<file path="src/rtl/core/etscr_pkg.sv">
// shared types and constants for the edge-timed serial character receiver
package etscr_pkg;

  localparam int TsWidth   = 16;
  localparam int CharWidth = 7;
  localparam int GapWidth  = 4;

  // operation codes
  localparam logic OpEdge    = 1'b0;
  localparam logic OpRestart = 1'b1;

  localparam logic [3:0] IdleCount    = 4'd15;
  localparam logic [3:0] MaxGapBits   = 4'd12;
  localparam logic [3:0] FrameBits    = 4'd9;
  localparam logic [3:0] LastBitIndex = 4'd7;
  localparam logic [7:0] DataMask     = 8'h7F;
  localparam logic [7:0] StartMask    = 8'h01;

  typedef struct packed {
    logic               operation;
    logic [TsWidth-1:0] timestamp;
    logic               level_high;
  } edge_item_t;

  typedef struct packed {
    logic                 valid;
    logic [CharWidth-1:0] char_value;
    logic                 parity_bit;
  } char_result_t;

endpackage

</file>
<file path="src/rtl/core/etscr_edge_if.sv">
// handshake channel carrying line edge and restart beats
interface etscr_edge_if;
  import etscr_pkg::*;

  logic               valid;
  logic               ready;
  logic               operation;
  logic [TsWidth-1:0] timestamp;
  logic               level_high;

  modport source (output valid, operation, timestamp, level_high, input ready);
  modport sink (input valid, operation, timestamp, level_high, output ready);
endinterface

</file>
<file path="src/rtl/core/etscr_char_if.sv">
// handshake channel carrying received characters
interface etscr_char_if;
  import etscr_pkg::*;

  logic                 valid;
  logic                 ready;
  logic [CharWidth-1:0] char_value;
  logic                 parity_bit;

  modport source (output valid, char_value, parity_bit, input ready);
  modport sink (input valid, char_value, parity_bit, output ready);
endinterface

</file>
<file path="src/rtl/core/etscr_gap_quant.sv">
// converts the wrapped timestamp gap into whole bit periods, saturated at 13
module etscr_gap_quant #(
  parameter int BIT_TICKS = 1536
) (
  input  logic [etscr_pkg::TsWidth-1:0]  now,
  input  logic [etscr_pkg::TsWidth-1:0]  last_ts,
  output logic [etscr_pkg::GapWidth-1:0] gap_bits
);
  import etscr_pkg::*;

  localparam int Steps = int'(MaxGapBits) + 1;

  logic [TsWidth-1:0] elapsed;
  logic [Steps:1]     reached;

  assign elapsed = now - last_ts;

  // thermometer of compares against multiples of the bit period
  for (genvar k = 1; k <= Steps; k++) begin : g_thr
    localparam logic [TsWidth:0] Thr = (TsWidth+1)'(k * BIT_TICKS);
    assign reached[k] = {1'b0, elapsed} >= Thr;
  end

  always_comb begin
    gap_bits = '0;
    for (int k = 1; k <= Steps; k++) begin
      if (reached[k]) begin
        gap_bits = GapWidth'(k);
      end
    end
  end

endmodule

</file>
<file path="src/rtl/core/etscr_frame.sv">
// frame state and bit assembly, one item per cycle while fire is high
module etscr_frame (
  input  logic                           clk,
  input  logic                           rst,
  input  logic                           fire,
  input  etscr_pkg::edge_item_t          item,
  input  logic [etscr_pkg::GapWidth-1:0] gap_bits,
  output logic [etscr_pkg::TsWidth-1:0]  last_ts,
  output etscr_pkg::char_result_t        result
);
  import etscr_pkg::*;

  logic [3:0]         bit_count, bit_count_next;
  logic [7:0]         fill_mask, fill_mask_next;
  logic [7:0]         assembled, assembled_next;
  logic [TsWidth-1:0] last_ts_next;

  logic [3:0] left;
  logic       overrun;
  logic [3:0] take;
  logic [3:0] cnt_sum;
  logic [7:0] fill;
  logic [7:0] low_mask;
  logic [7:0] val_new;

  assign left     = FrameBits - {1'b0, bit_count[2:0]};
  assign overrun  = gap_bits > left;
  assign take     = overrun ? left : gap_bits;
  assign cnt_sum  = {1'b0, bit_count[2:0]} + take;
  assign low_mask = 8'(16'(fill_mask) << (take - 4'd1));

  // positions filled by a run of mark bits
  always_comb begin
    fill = '0;
    for (int i = 0; i < int'(FrameBits); i++) begin
      if (4'(i) < take) begin
        fill = fill | 8'(16'(fill_mask) << i);
      end
    end
  end

  always_comb begin
    bit_count_next = bit_count;
    fill_mask_next = fill_mask;
    assembled_next = assembled;
    last_ts_next   = last_ts;
    val_new        = assembled;
    result         = '0;
    if (fire) begin
      last_ts_next = item.timestamp;
      if (item.operation == OpRestart) begin
        bit_count_next = IdleCount;
      end else if (bit_count > LastBitIndex) begin
        if (item.level_high) begin
          bit_count_next = '0;
          fill_mask_next = StartMask;
          assembled_next = '0;
        end
      end else if (gap_bits == '0) begin
        bit_count_next = bit_count;
      end else if (gap_bits > MaxGapBits) begin
        bit_count_next = IdleCount;
      end else begin
        if (item.level_high) begin
          val_new        = assembled | fill;
          fill_mask_next = 8'(16'(fill_mask) << (take + 4'd1));
        end else begin
          val_new        = assembled | low_mask;
          fill_mask_next = low_mask;
        end
        assembled_next = val_new;
        bit_count_next = cnt_sum;
        if (cnt_sum > LastBitIndex) begin
          result.valid      = 1'b1;
          result.char_value = CharWidth'(val_new & DataMask);
          result.parity_bit = val_new[7];
          if (item.level_high && overrun) begin
            bit_count_next = '0;
            fill_mask_next = StartMask;
            assembled_next = '0;
          end else begin
            bit_count_next = IdleCount;
          end
        end
      end
    end
  end

  always_ff @(posedge clk) begin
    if (rst) begin
      bit_count <= IdleCount;
      fill_mask <= '0;
      assembled <= '0;
      last_ts   <= '0;
    end else begin
      bit_count <= bit_count_next;
      fill_mask <= fill_mask_next;
      assembled <= assembled_next;
      last_ts   <= last_ts_next;
    end
  end

endmodule

</file>
<file path="src/rtl/core/edge_timed_serial_char_receiver.sv">
// Edge-timed receiver for 7E1 characters on an inverted serial line.
// edge_in takes one beat per line edge (operation edge) carrying the timer
// value at the edge and the new level, or a restart beat that returns the
// receiver to waiting for a start bit and resyncs its timestamp.
// char_out gives one beat per completed character: seven data bits, LSB
// first, and the parity bit as received, unchecked.
// Throughput is one edge_in beat per cycle while char_out is not stalled. A
// beat is held in an input register, then the frame logic updates its state
// and loads the output register, so a character reaches char_out through
// the input and output registers after the edge beat that completes it is
// taken. The gap in bit periods comes from a row of compares against
// multiples of BIT_TICKS, all combinational.
// Reset empties both registers and puts the receiver in the waiting state
// with a zero timestamp. When char_out is stalled, the output register holds
// its character; one more edge beat is taken into the input register, then
// edge_in.ready drops until the character is taken.
module edge_timed_serial_char_receiver #(
  parameter int BIT_TICKS = 1536
) (
  input logic         clk,
  input logic         rst,
  etscr_edge_if.sink  edge_in,
  etscr_char_if.source char_out
);
  import etscr_pkg::*;

  logic                  in_full;
  edge_item_t            in_item;
  logic                  out_full;
  logic [CharWidth-1:0]  out_char;
  logic                  out_parity;
  logic                  out_free;
  logic                  advance;
  logic [TsWidth-1:0]    last_ts;
  logic [GapWidth-1:0]   gap_bits;
  char_result_t          result;

  assign out_free      = !out_full || char_out.ready;
  assign advance       = in_full && out_free;
  assign edge_in.ready = !in_full || advance;

  assign char_out.valid      = out_full;
  assign char_out.char_value = out_char;
  assign char_out.parity_bit = out_parity;

  etscr_gap_quant #(
    .BIT_TICKS(BIT_TICKS)
  ) u_gap (
    .now      (in_item.timestamp),
    .last_ts  (last_ts),
    .gap_bits (gap_bits)
  );

  etscr_frame u_frame (
    .clk      (clk),
    .rst      (rst),
    .fire     (advance),
    .item     (in_item),
    .gap_bits (gap_bits),
    .last_ts  (last_ts),
    .result   (result)
  );

  always_ff @(posedge clk) begin
    if (rst) begin
      in_full <= 1'b0;
    end else if (edge_in.valid && edge_in.ready) begin
      in_full <= 1'b1;
    end else if (advance) begin
      in_full <= 1'b0;
    end
  end

  always_ff @(posedge clk) begin
    if (edge_in.valid && edge_in.ready) begin
      in_item.operation  <= edge_in.operation;
      in_item.timestamp  <= edge_in.timestamp;
      in_item.level_high <= edge_in.level_high;
    end
  end

  always_ff @(posedge clk) begin
    if (rst) begin
      out_full <= 1'b0;
    end else if (out_free) begin
      out_full <= result.valid;
    end
  end

  always_ff @(posedge clk) begin
    if (out_free && result.valid) begin
      out_char   <= result.char_value;
      out_parity <= result.parity_bit;
    end
  end

endmodule

</file>
<file path="src/flat_wrapper.sv">
// flat-port wrapper written by rule: the top's interface ports become plain ports
module edge_timed_serial_char_receiver_flat import etscr_pkg::*;
#(
  parameter int BIT_TICKS = 1536
)
  (clk, rst, edge_in_valid, edge_in_operation, edge_in_timestamp, edge_in_level_high, edge_in_ready, char_out_valid, char_out_char_value, char_out_parity_bit, char_out_ready);
  etscr_edge_if edge_in_i ();
  etscr_char_if char_out_i ();
  input logic clk;
  input logic rst;
  input wire logic [$bits(edge_in_i.valid)-1:0] edge_in_valid;
  input wire logic [$bits(edge_in_i.operation)-1:0] edge_in_operation;
  input wire logic [$bits(edge_in_i.timestamp)-1:0] edge_in_timestamp;
  input wire logic [$bits(edge_in_i.level_high)-1:0] edge_in_level_high;
  output wire logic [$bits(edge_in_i.ready)-1:0] edge_in_ready;
  output wire logic [$bits(char_out_i.valid)-1:0] char_out_valid;
  output wire logic [$bits(char_out_i.char_value)-1:0] char_out_char_value;
  output wire logic [$bits(char_out_i.parity_bit)-1:0] char_out_parity_bit;
  input wire logic [$bits(char_out_i.ready)-1:0] char_out_ready;
  assign edge_in_i.valid = edge_in_valid;
  assign edge_in_i.operation = edge_in_operation;
  assign edge_in_i.timestamp = edge_in_timestamp;
  assign edge_in_i.level_high = edge_in_level_high;
  assign edge_in_ready = edge_in_i.ready;
  assign char_out_valid = char_out_i.valid;
  assign char_out_char_value = char_out_i.char_value;
  assign char_out_parity_bit = char_out_i.parity_bit;
  assign char_out_i.ready = char_out_ready;
  edge_timed_serial_char_receiver #(.BIT_TICKS(BIT_TICKS)) u_core (.clk(clk), .rst(rst), .edge_in(edge_in_i), .char_out(char_out_i));
endmodule
</file>
<file path="config.mk">
export PLATFORM = sky130hd
export DESIGN_NAME = edge_timed_serial_char_receiver_flat
export DESIGN_NICKNAME = d
export VERILOG_FILES = /design/src/rtl/core/etscr_pkg.sv /design/src/rtl/core/etscr_edge_if.sv /design/src/rtl/core/etscr_char_if.sv /design/src/rtl/core/etscr_gap_quant.sv /design/src/rtl/core/etscr_frame.sv /design/src/rtl/core/edge_timed_serial_char_receiver.sv /design/src/flat_wrapper.sv
export SDC_FILE = /design/constraint.sdc
export NUM_CORES = 1
export LEC_CHECK = 0
export BUFFER_PORTS_ARGS = -buffer_cell sky130_fd_sc_hd__buf_2
export CAP_MARGIN = 0
export CORE_MARGIN = 2
export CORE_UTILIZATION = 50
export CTS_CLUSTER_DIAMETER = 200
export CTS_CLUSTER_SIZE = 28
export DETAILED_ROUTE_END_ITERATION = 8
export PLACE_DENSITY = 0.65
export SYNTH_ARGS = -nofsm -noshare
export SYNTH_HDL_FRONTEND = slang
export SYNTH_SLANG_ARGS = --single-unit
</file>
<file path="constraint.sdc">
create_clock -name clk -period 16.1 [get_ports clk]
set_input_delay 2.415 -clock clk [delete_from_list [all_inputs] [get_ports clk]]
set_output_delay 2.415 -clock clk [all_outputs]
set_load 0.02 [all_outputs]
</file>
==> impl_metrics.toml <==
[logic_synthesis]
synth_most_common_cell = "nand2_1"
synthArstFlopShare = 0
seq_area_frac_synth = 0.3200
yosys_warnings = 0
synth-seq-cells = 64
synthTopCellsByCount = "nand2_1 (75), a21oi_1 (51), nor2_1 (44)"
syn_area_mm2 = 0.004817
syn_inst = 580
yosys.area.top_type = "edfxtp_1"
ys.flop_type = "dfxtp_1"
synth-edff-count = 26
synth.distinct_cells = 78
syn_nets = 631
yosysTopAreaCellShare = 0.1621
ys_top_cells_by_area = "edfxtp_1 (16%), dfxtp_1 (16%), ha_1 (7.0%), nand2_1 (5.8%), a21oi_1 (5.3%)"
syn_avg_cell_area_um2 = 8.305

[place]
portBuffers = 31
post-place-ws_ps = 8166
gp_congestion = 0.9317
hpwl_um = 9221

[timing]
max_slew_margin = 0.3282
hold_viol = 0
skew_ps = 16.99
fmax_mhz = 124.5
tns_ps = 0
finalCriticalPeriod_ps = 8034
drv_slew = 0
setup_viol = 0
finalCritPeriodShare = 0.4990
rsz0062_at_grt = "no"
layout_setup_ws_ps = 8066
tightestPinTransition_ps = 1002

[floorplan]
num_rows = 35
die_h_um = 102.2
die_x_um = 102.2
io_pins = 32
dieArea_mm2 = 0.01044
initial_utilization = 0.5189
core_area_mm2 = 0.009284

[hold_path]
hold_path_class = "reg2reg"
min_to = "u_core.u_frame.last_ts[10]"
holdPathStages = 2
hp-start = "u_core.u_frame.last_ts[10]"

[clock_network]
clk_pin_slew_ps = 80
h-tree-depth = 3
clock-sinks = 64
cts_tree = "done"
ctsHoldBuffers = 0
cts_resized = 0
post_cts_buffers = 0
cts_root_buf = "clkbuf_8"
cts_made_buffers = 9
clockBufferDepth = 2
clkLatencyLatePin_ps = 350

[cells_and_area]
multi_input_area_mm2 = 0.002982
fillers = 899
synthToLayoutAreaGrowth_pct = 7.714
final_nets = 646
drive_gt1_frac = 0.1333
insertedDiodeCount = 0
seq_area_mm2 = 0.001541

[worst_setup_path]
crit_path_top_delay_cell = "ha_1"
cp_num_buf_inv = 3
ff2ff_setup_slack_ps = 8070
cp-end-kind = "register"
critical_path_required_ps = 16200
critPathTopFamily = "compound AO/OA/AOI/OAI gates"
r2r-end = "u_core.char_out.parity_bit"
cp.arrival_ps = 8140
crit_fanout = 18
crit_type = "reg2reg"
cp-start-kind = "register"
slowest_delay_ps = 660
r2r_start = "u_core.in_item[1]"
r2r_cells = 27

[route]
avgViaCountPerCell = 6.093
wirelength_um = 12540
drt-wirelength-per-cell_um = 17.20
route.detailed.drc = 0
firstDrtPassIters = 5
vias = 4442
drt_iter0_drc = 291
antenna_left = 0

[job]
cap_viol_max_count = 0

[global_route]
grt.total_usage = 0.2499
overflow = 0
grt_pass1_wl_um = 20730
antenna_found_initial = 0
grt_max_degree = 25
grt_pass1_vias = 4191

[pwr]
ir_drop_mv = 0.06417
power.total_mw = 0.5135
leakage_nw = 1.947
power_density_mw_per_mm2 = 98.97

[run_status]
status = "completed"
state kept, by name (all words and copies together), names as in the netlist:
name                        count
u_core.char_out.valid           1
u_core.in_item                 18
u_core.char_out.parity_bit      1
u_core.u_frame.fill_mask        8
u_core.u_frame.last_ts         16
u_core.char_out.char_value      7
u_core.u_frame.bit_count        4
u_core.u_frame.assembled        8
u_core.in_full                  1
final cells by class:
cell class                 instances  area share
tap                              129     0.03111
timing repair buffer              33     0.03279
clock inverter                     6    0.008440
inverter                          40     0.02942
multi-input combinational        447      0.5746
clock buffer                      10     0.02653
sequential                        64      0.2971
report_power, final:
group / leakage (nW) / total, mW / internal (mW) / switching, mW
clock network: 0.0926 / 0.132 / 0.0606 / 0.0713
logic: 1.31 / 0.203 / 0.0708 / 0.132
registers: 0.546 / 0.179 / 0.174 / 0.00477
tightest hold or removal path, cell delays in order, from the launching register on:
cell and delay [ps]:
dfxtp_1 310, nand2_1 50, a21oi_1 50
layout by cell type, fill, tap and decap left out, types with 5 or more instances in the layout:
cell      synthesis  routed
nand2b_1          7       7
xnor2_1           6       6
o21a_1            9       9
nor2b_1           5       5
nor2_1           44      44
a21o_1            6       6
nand4_1           6       6
o21ai_0          31      31
edfxtp_1         26      26
nand3_1          14      14
and2_1            9       9
mux2i_1          12      12
a32oi_1           5       5
dfxtp_1          38      38
a22oi_1           9       9
nor3_1           18      18
o211ai_1         10      10
inv_1            38      38
a21oi_1          51      51
ha_1             27      27
nand2_1          75      75
clkbuf_8          0      10
buf_2             4      31
a31oi_1           7       7
a211oi_1          6       6
worst max path at each step:
stage                           start                         end  cells after the start
floorplan           u_core.in_item[1]  u_core.char_out.parity_bit                     30
global placement    u_core.in_item[1]  u_core.char_out.parity_bit                     27
detailed placement  u_core.in_item[1]  u_core.char_out.parity_bit                     27
CTS                 u_core.in_item[1]  u_core.char_out.parity_bit                     26
global route        u_core.in_item[1]  u_core.char_out.parity_bit                     27
finish              u_core.in_item[1]  u_core.char_out.parity_bit                     27
kinds of logic (layout without fill, tap and decap cells):
| family | after synthesis | after routing | synth area share |
|---|---|---|---|
| AOI/OAI and AO/OA | 185 | 185 | 0.2657 |
| and+or+nand+nor | 202 | 202 | 0.1987 |
| buffers and inverters | 69 | 89 | 0.06104 |
| DFF | 64 | 64 | 0.3200 |
| adders and majority gates | 31 | 31 | 0.08286 |
| muxes | 20 | 20 | 0.05532 |
| xor gates and xnor gates | 9 | 9 | 0.01636 |
per-layer routing:
layer | vias up | global-route usage | routed length (um)
met4 | 0 | 0.06462 | 163
li1 | 2183 | - | -
met5 | - | 0 | 0
met2 | 170 | 0.3952 | 5724
met3 | 17 | 0.05677 | 799
met1 | 2072 | 0.3472 | 5850
stage by stage:
step / cells / hold WS [ps] / cell area, um^2 / util
final: 729 / 453.9 / 5189 / 0.5589
after global routing: 729 / 475.0 / 5189 / 0.5589
after CTS: 729 / 460.0 / 5189 / 0.5589
after detailed placement: 713 / 447.9 / 5007 / 0.5394
after global placement: 713 / 440.9 / 5007 / 0.5394
after floorplan: 580 / 436.3 / 4817 / -
No activity file was read; power rests on OpenSTA's default activity.
